===== config.mk =====
export PLATFORM = sky130hd
export DESIGN_NAME = dust_sensor_frame_parser_core
export DESIGN_NICKNAME = d
export VERILOG_FILES = /design/src/sv/dsfp_pkg.sv /design/src/sv/dust_sensor_frame_parser_core.sv
export SDC_FILE = /design/constraint.sdc
export NUM_CORES = 1
export LEC_CHECK = 0
export ABC_AREA = 1
export BUFFER_PORTS_ARGS = -buffer_cell sky130_fd_sc_hd__buf_2
export CORE_UTILIZATION = 45
export DETAILED_ROUTE_END_ITERATION = 6
export GPL_TIMING_DRIVEN = 0
export PLACE_DENSITY = 0.7
export SYNTH_ARGS = -nofsm -noshare
export SYNTH_HDL_FRONTEND = slang
export SYNTH_SLANG_ARGS = --single-unit

===== constraint.sdc =====
create_clock -name clock -period 14.45 [get_ports clock]
set_input_delay 0.7225 -clock clock [delete_from_list [all_inputs] [get_ports clock]]
set_output_delay 0.7225 -clock clock [all_outputs]
set_load 0.005 [all_outputs]

===== src/sv/dsfp_pkg.sv =====
package dsfp_pkg;

   // Frame geometry and batch length.
   localparam int FRAME_BYTES = 11;
   localparam int BATCH_BYTES = 128;
   localparam int FILL_W      = $clog2(FRAME_BYTES + 1);
   localparam int COUNT_W     = $clog2(BATCH_BYTES + 1);

   localparam logic [FILL_W-1:0]  FILL_FULL   = FILL_W'(FRAME_BYTES);
   localparam logic [COUNT_W-1:0] COUNT_LIMIT = COUNT_W'(BATCH_BYTES);

   // Frame header and bypass type bytes.
   localparam logic [7:0] HDR0_BYTE  = 8'hFE;
   localparam logic [7:0] HDR1_BYTE  = 8'hA5;
   localparam logic [7:0] TYPE0_BYTE = 8'h02;
   localparam logic [7:0] TYPE1_BYTE = 8'h00;

   // Register reset values.
   localparam logic [15:0] LIMIT_RESET  = 16'd2500;
   localparam logic [7:0]  OFFSET_RESET = 8'd2;

   // Register map, byte address 4 * index.
   localparam int          CSR_ADDR_W = 4;
   localparam logic [1:0]  REG_LIMIT       = 2'd0;
   localparam logic [1:0]  REG_OFFSET      = 2'd1;
   localparam logic [1:0]  REG_OFFSET_EN   = 2'd2;
   localparam logic [1:0]  REG_BYPASS_EN   = 2'd3;

   // Result status codes.
   localparam logic STATUS_READING  = 1'b0;
   localparam logic STATUS_CSUM_ERR = 1'b1;

   typedef logic [7:0] byte_type;

endpackage


===== src/sv/dust_sensor_frame_parser_core.sv =====
// Channel   | Direction | Handshake              | Beat payload
// ----------+-----------+------------------------+--------------------------------------------
// req       | in        | req_valid / req_stall  | req_rx_byte, req_batch_start
// rsp       | out       | rsp_valid / rsp_stall  | rsp_status, rsp_pm*_value, checksums, total
// csr       | in/out    | psel/penable/pready    | paddr, pwrite, pwdata, prdata
//
// The block accepts a byte in every cycle in which the result register is not holding a
// stalled beat. A byte enters the window register when it is accepted, the check logic
// works on that window, and the result register loads the check result when both stages
// advance, so a result beat is presented from the result register after its byte has
// passed the window register.
// The synchronous reset clears the control state, the reading counter and restores the
// register defaults. A stall on rsp freezes both stages and raises req_stall in the same cycle.
module dust_sensor_frame_parser_core
   import dsfp_pkg::*;
(
   input  logic                  clock,
   input  logic                  reset,

   input  logic                  req_valid,
   output logic                  req_stall,
   input  logic [7:0]            req_rx_byte,
   input  logic                  req_batch_start,

   output logic                  rsp_valid,
   input  logic                  rsp_stall,
   output logic                  rsp_status,
   output logic [15:0]           rsp_pm1_value,
   output logic [15:0]           rsp_pm25_value,
   output logic [15:0]           rsp_pm10_value,
   output logic [7:0]            rsp_received_checksum,
   output logic [7:0]            rsp_computed_checksum,
   output logic [31:0]           rsp_reading_total,

   input  logic                  psel,
   input  logic                  penable,
   input  logic                  pwrite,
   input  logic [CSR_ADDR_W-1:0] paddr,
   input  logic [31:0]           pwdata,
   output logic [31:0]           prdata,
   output logic                  pready
);

   // ------------------------------------------------------------------
   // Configuration registers.
   // ------------------------------------------------------------------
   logic [15:0] limit_ff;
   logic [7:0]  offset_ff;
   logic        offset_en_ff;
   logic        bypass_en_ff;
   logic        csr_write;
   logic [1:0]  csr_index;

   assign pready    = 1'b1;
   assign csr_index = paddr[3:2];
   assign csr_write = psel && penable && pwrite && pready;

   always_ff @(posedge clock) begin
      if (reset) begin
         limit_ff     <= LIMIT_RESET;
         offset_ff    <= OFFSET_RESET;
         offset_en_ff <= 1'b1;
         bypass_en_ff <= 1'b1;
      end else if (csr_write) begin
         case (csr_index)
            REG_LIMIT:     limit_ff     <= pwdata[15:0];
            REG_OFFSET:    offset_ff    <= pwdata[7:0];
            REG_OFFSET_EN: offset_en_ff <= pwdata[0];
            REG_BYPASS_EN: bypass_en_ff <= pwdata[0];
            default: begin
            end
         endcase
      end
   end

   always_comb begin
      case (csr_index)
         REG_LIMIT:     prdata = {16'd0, limit_ff};
         REG_OFFSET:    prdata = {24'd0, offset_ff};
         REG_OFFSET_EN: prdata = {31'd0, offset_en_ff};
         REG_BYPASS_EN: prdata = {31'd0, bypass_en_ff};
         default:       prdata = 32'd0;
      endcase
   end

   // ------------------------------------------------------------------
   // Pipeline control. Both stages move together whenever the result
   // register is free or being drained this cycle.
   // ------------------------------------------------------------------
   logic rsp_valid_ff;
   logic advance;
   logic req_accept;

   assign advance    = !(rsp_valid_ff && rsp_stall);
   assign req_stall  = !advance;
   assign req_accept = req_valid && advance;

   // ------------------------------------------------------------------
   // Stage A: the byte window. A batch start discards the old window and
   // byte count; once the batch has its full length, further bytes are dropped.
   // ------------------------------------------------------------------
   byte_type           win_ff [FRAME_BYTES];
   byte_type           win_in [FRAME_BYTES];
   logic [FILL_W-1:0]  fill_ff,  fill_in,  base_fill;
   logic [COUNT_W-1:0] count_ff, count_in, base_count;
   logic               a_valid_ff, a_eval_ff, a_clear_ff;
   logic               a_eval_in;
   logic               dropped;

   always_comb begin
      base_fill  = req_batch_start ? '0 : fill_ff;
      base_count = req_batch_start ? '0 : count_ff;
      dropped    = (base_count >= COUNT_LIMIT);

      for (int i = 0; i < FRAME_BYTES - 1; i++) begin
         win_in[i] = win_ff[i + 1];
      end
      win_in[FRAME_BYTES - 1] = req_rx_byte;

      if (dropped) begin
         fill_in  = fill_ff;
         count_in = count_ff;
      end else begin
         count_in = base_count + COUNT_W'(1);
         fill_in  = (base_fill < FILL_FULL) ? base_fill + FILL_W'(1) : base_fill;
      end
      a_eval_in = !dropped && (fill_in == FILL_FULL);
   end

   always_ff @(posedge clock) begin
      if (reset) begin
         fill_ff    <= '0;
         count_ff   <= '0;
         a_valid_ff <= 1'b0;
         a_eval_ff  <= 1'b0;
         a_clear_ff <= 1'b0;
      end else if (advance) begin
         a_valid_ff <= req_accept;
         a_eval_ff  <= req_accept && a_eval_in;
         a_clear_ff <= req_accept && req_batch_start;
         if (req_accept) begin
            fill_ff  <= fill_in;
            count_ff <= count_in;
         end
      end
   end

   // The window contents are only looked at once the fill count says they
   // are all from the current batch, so they carry no reset.
   always_ff @(posedge clock) begin
      if (advance && req_accept && !dropped) begin
         win_ff <= win_in;
      end
   end

   // ------------------------------------------------------------------
   // Stage B: frame check on the window left by the previous byte.
   // ------------------------------------------------------------------
   logic        found_ff, found_in, found_now;
   logic [31:0] counter_ff, counter_in;
   logic        header_hit;
   logic [7:0]  calc_sum;
   logic [7:0]  rcv_sum;
   logic        csum_ok;
   logic [15:0] pm1, pm25, pm10;
   logic        in_limit;
   logic        fire;
   logic        reading;

   assign header_hit = (win_ff[0] == HDR0_BYTE) && (win_ff[1] == HDR1_BYTE);
   assign calc_sum   = ((win_ff[0] + win_ff[1]) + (win_ff[2] + win_ff[3]))
                     + ((win_ff[4] + win_ff[5]) + (win_ff[6] + win_ff[7]))
                     + (win_ff[8] + win_ff[9]);
   assign rcv_sum    = win_ff[10];

   // Accept the checksum as sent, with the extra offset when enabled, or on the bypass type when enabled.
   assign csum_ok = (rcv_sum == calc_sum)
                 || (offset_en_ff && (rcv_sum == 8'(calc_sum + offset_ff)))
                 || (bypass_en_ff && (win_ff[2] == TYPE0_BYTE) && (win_ff[3] == TYPE1_BYTE));

   assign pm1      = {win_ff[4], win_ff[5]};
   assign pm25     = {win_ff[6], win_ff[7]};
   assign pm10     = {win_ff[8], win_ff[9]};
   assign in_limit = (pm1 <= limit_ff) && (pm25 <= limit_ff) && (pm10 <= limit_ff);

   // A batch start clears the found flag before its own byte is judged.
   assign found_now = found_ff && !a_clear_ff;
   assign reading   = a_eval_ff && !found_now && header_hit && csum_ok && in_limit;
   assign fire      = a_eval_ff && !found_now && header_hit && (!csum_ok || in_limit);
   assign found_in  = found_now || reading;
   assign counter_in = reading ? counter_ff + 32'd1 : counter_ff;

   always_ff @(posedge clock) begin
      if (reset) begin
         found_ff     <= 1'b0;
         counter_ff   <= '0;
         rsp_valid_ff <= 1'b0;
      end else if (advance) begin
         rsp_valid_ff <= fire;
         if (a_valid_ff) begin
            found_ff   <= found_in;
            counter_ff <= counter_in;
         end
      end
   end

   logic        status_ff;
   logic [15:0] pm1_ff, pm25_ff, pm10_ff;
   logic [7:0]  rcv_ff, calc_ff;
   logic [31:0] total_ff;

   always_ff @(posedge clock) begin
      if (advance && fire) begin
         status_ff <= csum_ok ? STATUS_READING : STATUS_CSUM_ERR;
         pm1_ff    <= csum_ok ? pm1  : 16'd0;
         pm25_ff   <= csum_ok ? pm25 : 16'd0;
         pm10_ff   <= csum_ok ? pm10 : 16'd0;
         rcv_ff    <= rcv_sum;
         calc_ff   <= calc_sum;
         total_ff  <= counter_in;
      end
   end

   assign rsp_valid             = rsp_valid_ff;
   assign rsp_status            = status_ff;
   assign rsp_pm1_value         = pm1_ff;
   assign rsp_pm25_value        = pm25_ff;
   assign rsp_pm10_value        = pm10_ff;
   assign rsp_received_checksum = rcv_ff;
   assign rsp_computed_checksum = calc_ff;
   assign rsp_reading_total     = total_ff;

endmodule


==> reports/results.ini <==
[run_status]
status = finished clean

[synth]
synth_xor_area_frac = 0.0348
synth_ff_type = edfxtp_1
synthMuxAreaShare = 0
avgSynthCellArea_um2 = 9.51
async_flop_share = 0
synth.cell_area_um2 = 14300
yosysSeqAreaShare = 0.494
synth_top_area_frac = 0.389
synthCells = 1500
synth_top_family_by_area = simple AND/OR/NAND/NOR gates
synth_edf_count = 185
ys_ff_latch = 260
synth_compound_area_frac = 0.0579
synth_adder_area_share = 0.132
yosys.area_share.simple = 0.188
synth.largest_area_cell = edfxtp_1
yosys.cell_types.count = 42
yosysWarnings = 0
synth.area.top_cells = edfxtp_1 39%, dfxtp_1 11%, fa_1 7.2%

[cells_and_area]
fin_cells = 2116
fin_area_um2 = 16700
antennaDiodeCount = 0
layout_common_cells = 261 x inv_1, 249 x nand2_1, 185 x edfxtp_1
syn_to_final_growth_pct = 17.0
drive_gt1_frac = 0.148
layout_commonest_cell = inv_1
fin_nets = 1870
final_util = 0.540

[floorplan]
die_y_um = 180
die-area_um2 = 32400
io_pins = 184
coreArea_um2 = 30900
dieWidth_um = 180
initial_utilization = 0.462
rows = 64

[setup_path]
slowest_stage = a21oi_4
arrival_ps = 8020
cp_num_buf_inv = 9
setup.worst_path.start_class = flip-flop
crit_fanout = 27
critPathMaxStageDelay_ps = 700
r2r_slack_ps = 6680
cp.depth = 29
reg2regPathDepth = 29
end_kind = flip-flop
cp_common_cell = fa_1
crit_family = adder cells
timing_worst_setup_path_type = flip-flop to flip-flop
cp.required_ps = 14700

[global_route]
grt_overflow = 0
grt_pass1_wl_mm = 57.7
grt_max_degree = 33
grtUsageTotal = 0.226
grt_pass1_vias = 10742
antenna_found_initial = 0

[route]
drtPass1Iterations = 5
wl_mm = 36.7
vias_per_cell = 5.27
num_vias = 11150
drc = 0
drtIter0Drc = 1134
drtAntennaViolNets = 0
wl_per_cell_um = 17.3

[power]
power.leakage_nw = 7.76
power.density_nw_per_um2 = 186
combPwrFrac = 0.467
internal-power_mw = 1.88
ir_drop_v = 0.000171
p_clk_frac = 0.244
p_sw_frac = 0.394
seqPwrFrac = 0.289
p_switching_mw = 1.22
finalPower_mw = 3.11

[clock_network]
numClockSinks = 260
cts_buffer_depth = 3
cts_tree = done
cts_root_buf = clkbuf_16
h-tree-depth = 1
post_cts_buffers = 0
numCtsBuffers = 28
insertion_delay_ps = 570
cts_resized = 0
cts.clk_slew.worst_paths_ps = 60
cts.hold.buffers_added = 0

[timing]
tightest_slew_ps = 1150
finalSetupTns_ps = 0
post-route-worst-setup-slack_ps = 6680
max_freq_mhz = 129
fin_crit_sh = 0.537
maxSlewHeadroom = 0.229
hold_viol_final = 0
fin_crit_ps = 7770
worst_hold_slack_ps = 326
skew_ps = 22.5
setup_viol = 0
grt_setup_unrepaired = no
report.final.slew_viol_count = 0

[hold_path]
hp-class = input port to flip-flop
hold_depth = 1

[placement]
dp_slack_ps = 6750
placed_area_um2 = 15700
post-place-cells = 2064
dpl.hpwl_mm = 27.9
numPortBuffers = 147
gp_congestion = 0.923

[job]
cap_violations = 0

metal layers:
metal | vias to the layer above | track usage | part of all wire
met5 | - | 0 | 0
met4 | 0 | 0.0615 | 0.022
met3 | 57 | 0.0348 | 0.077
met2 | 448 | 0.361 | 0.46
met1 | 5337 | 0.322 | 0.45
li1 | 5308 | - | -
sequential cells by signal, summed over array words and instances (netlist names), 4 cells and up:
name,count
counter_ff,32
rsp_reading_total,32
win_ff,32
limit_ff,16
pm10,16
pm1,16
pm25,16
rsp_pm10_value,16
rsp_pm1_value,16
rsp_pm25_value,16
count_ff,8
offset_ff,8
rcv_sum,8
rsp_computed_checksum,8
rsp_received_checksum,8
fill_ff,4
cells in the mapped netlist, types with 3 or more instances:
library cell / n
a21oi_1: 77
a31oi_1: 4
buf_2: 8
buf_4: 17
buf_6: 3
buf_8: 3
clkbuf_1: 22
dfxtp_1: 75
edfxtp_1: 185
fa_1: 51
ha_1: 69
inv_1: 261
inv_2: 3
nand2_1: 249
nand2_2: 4
nand3_1: 86
nand4_1: 52
nor2_1: 146
nor2_4: 10
nor3_1: 17
nor4_1: 18
o211ai_1: 10
o21ai_0: 48
o21bai_1: 4
xnor2_1: 10
xor2_1: 44
cell families (layout without fill, tap and decap cells):
| kind of cell | after synthesis | in the layout |
|---|---|---|
| buffers and inverters | 317 | 522 |
| XOR/XNOR | 55 | 55 |
| other | 2 | 17 |
| AND/OR/NAND/NOR | 593 | 593 |
| flip-flops | 260 | 260 |
| adder cells (fa/ha/maj) | 120 | 120 |
| AO/OA/AOI/OAI | 153 | 153 |
area by class of cell:
type	instances	area (um^2)
plain buffers	53	329
clock buffers	36	772
clock inverters	16	221
fillers	2751	14200
inverters	264	991
multi-input cells	938	5970
flip-flops and latches	260	7060
well taps	396	495
repair buffers	153	863
final timing paths:
path                        from                    to
setup / recovery      win_ff[74]  rsp_reading_total[7]
hold / removal    req_rx_byte[6]            rcv_sum[6]
setup reg to reg      win_ff[74]  rsp_reading_total[7]
hold reg to reg       win_ff[66]            win_ff[74]
power groups by stage:
stage               registers, mW  logic (mW)  clock network [mW]
finish                      0.897        1.45               0.759
CTS                         0.896        1.44               0.774
global route                0.899        1.63               0.803
global placement            0.913        1.39                   0
floorplan                   0.902        1.10                   0
detailed placement          0.912        1.43                   0
Note: power is estimated with default switching activity, not from simulation.
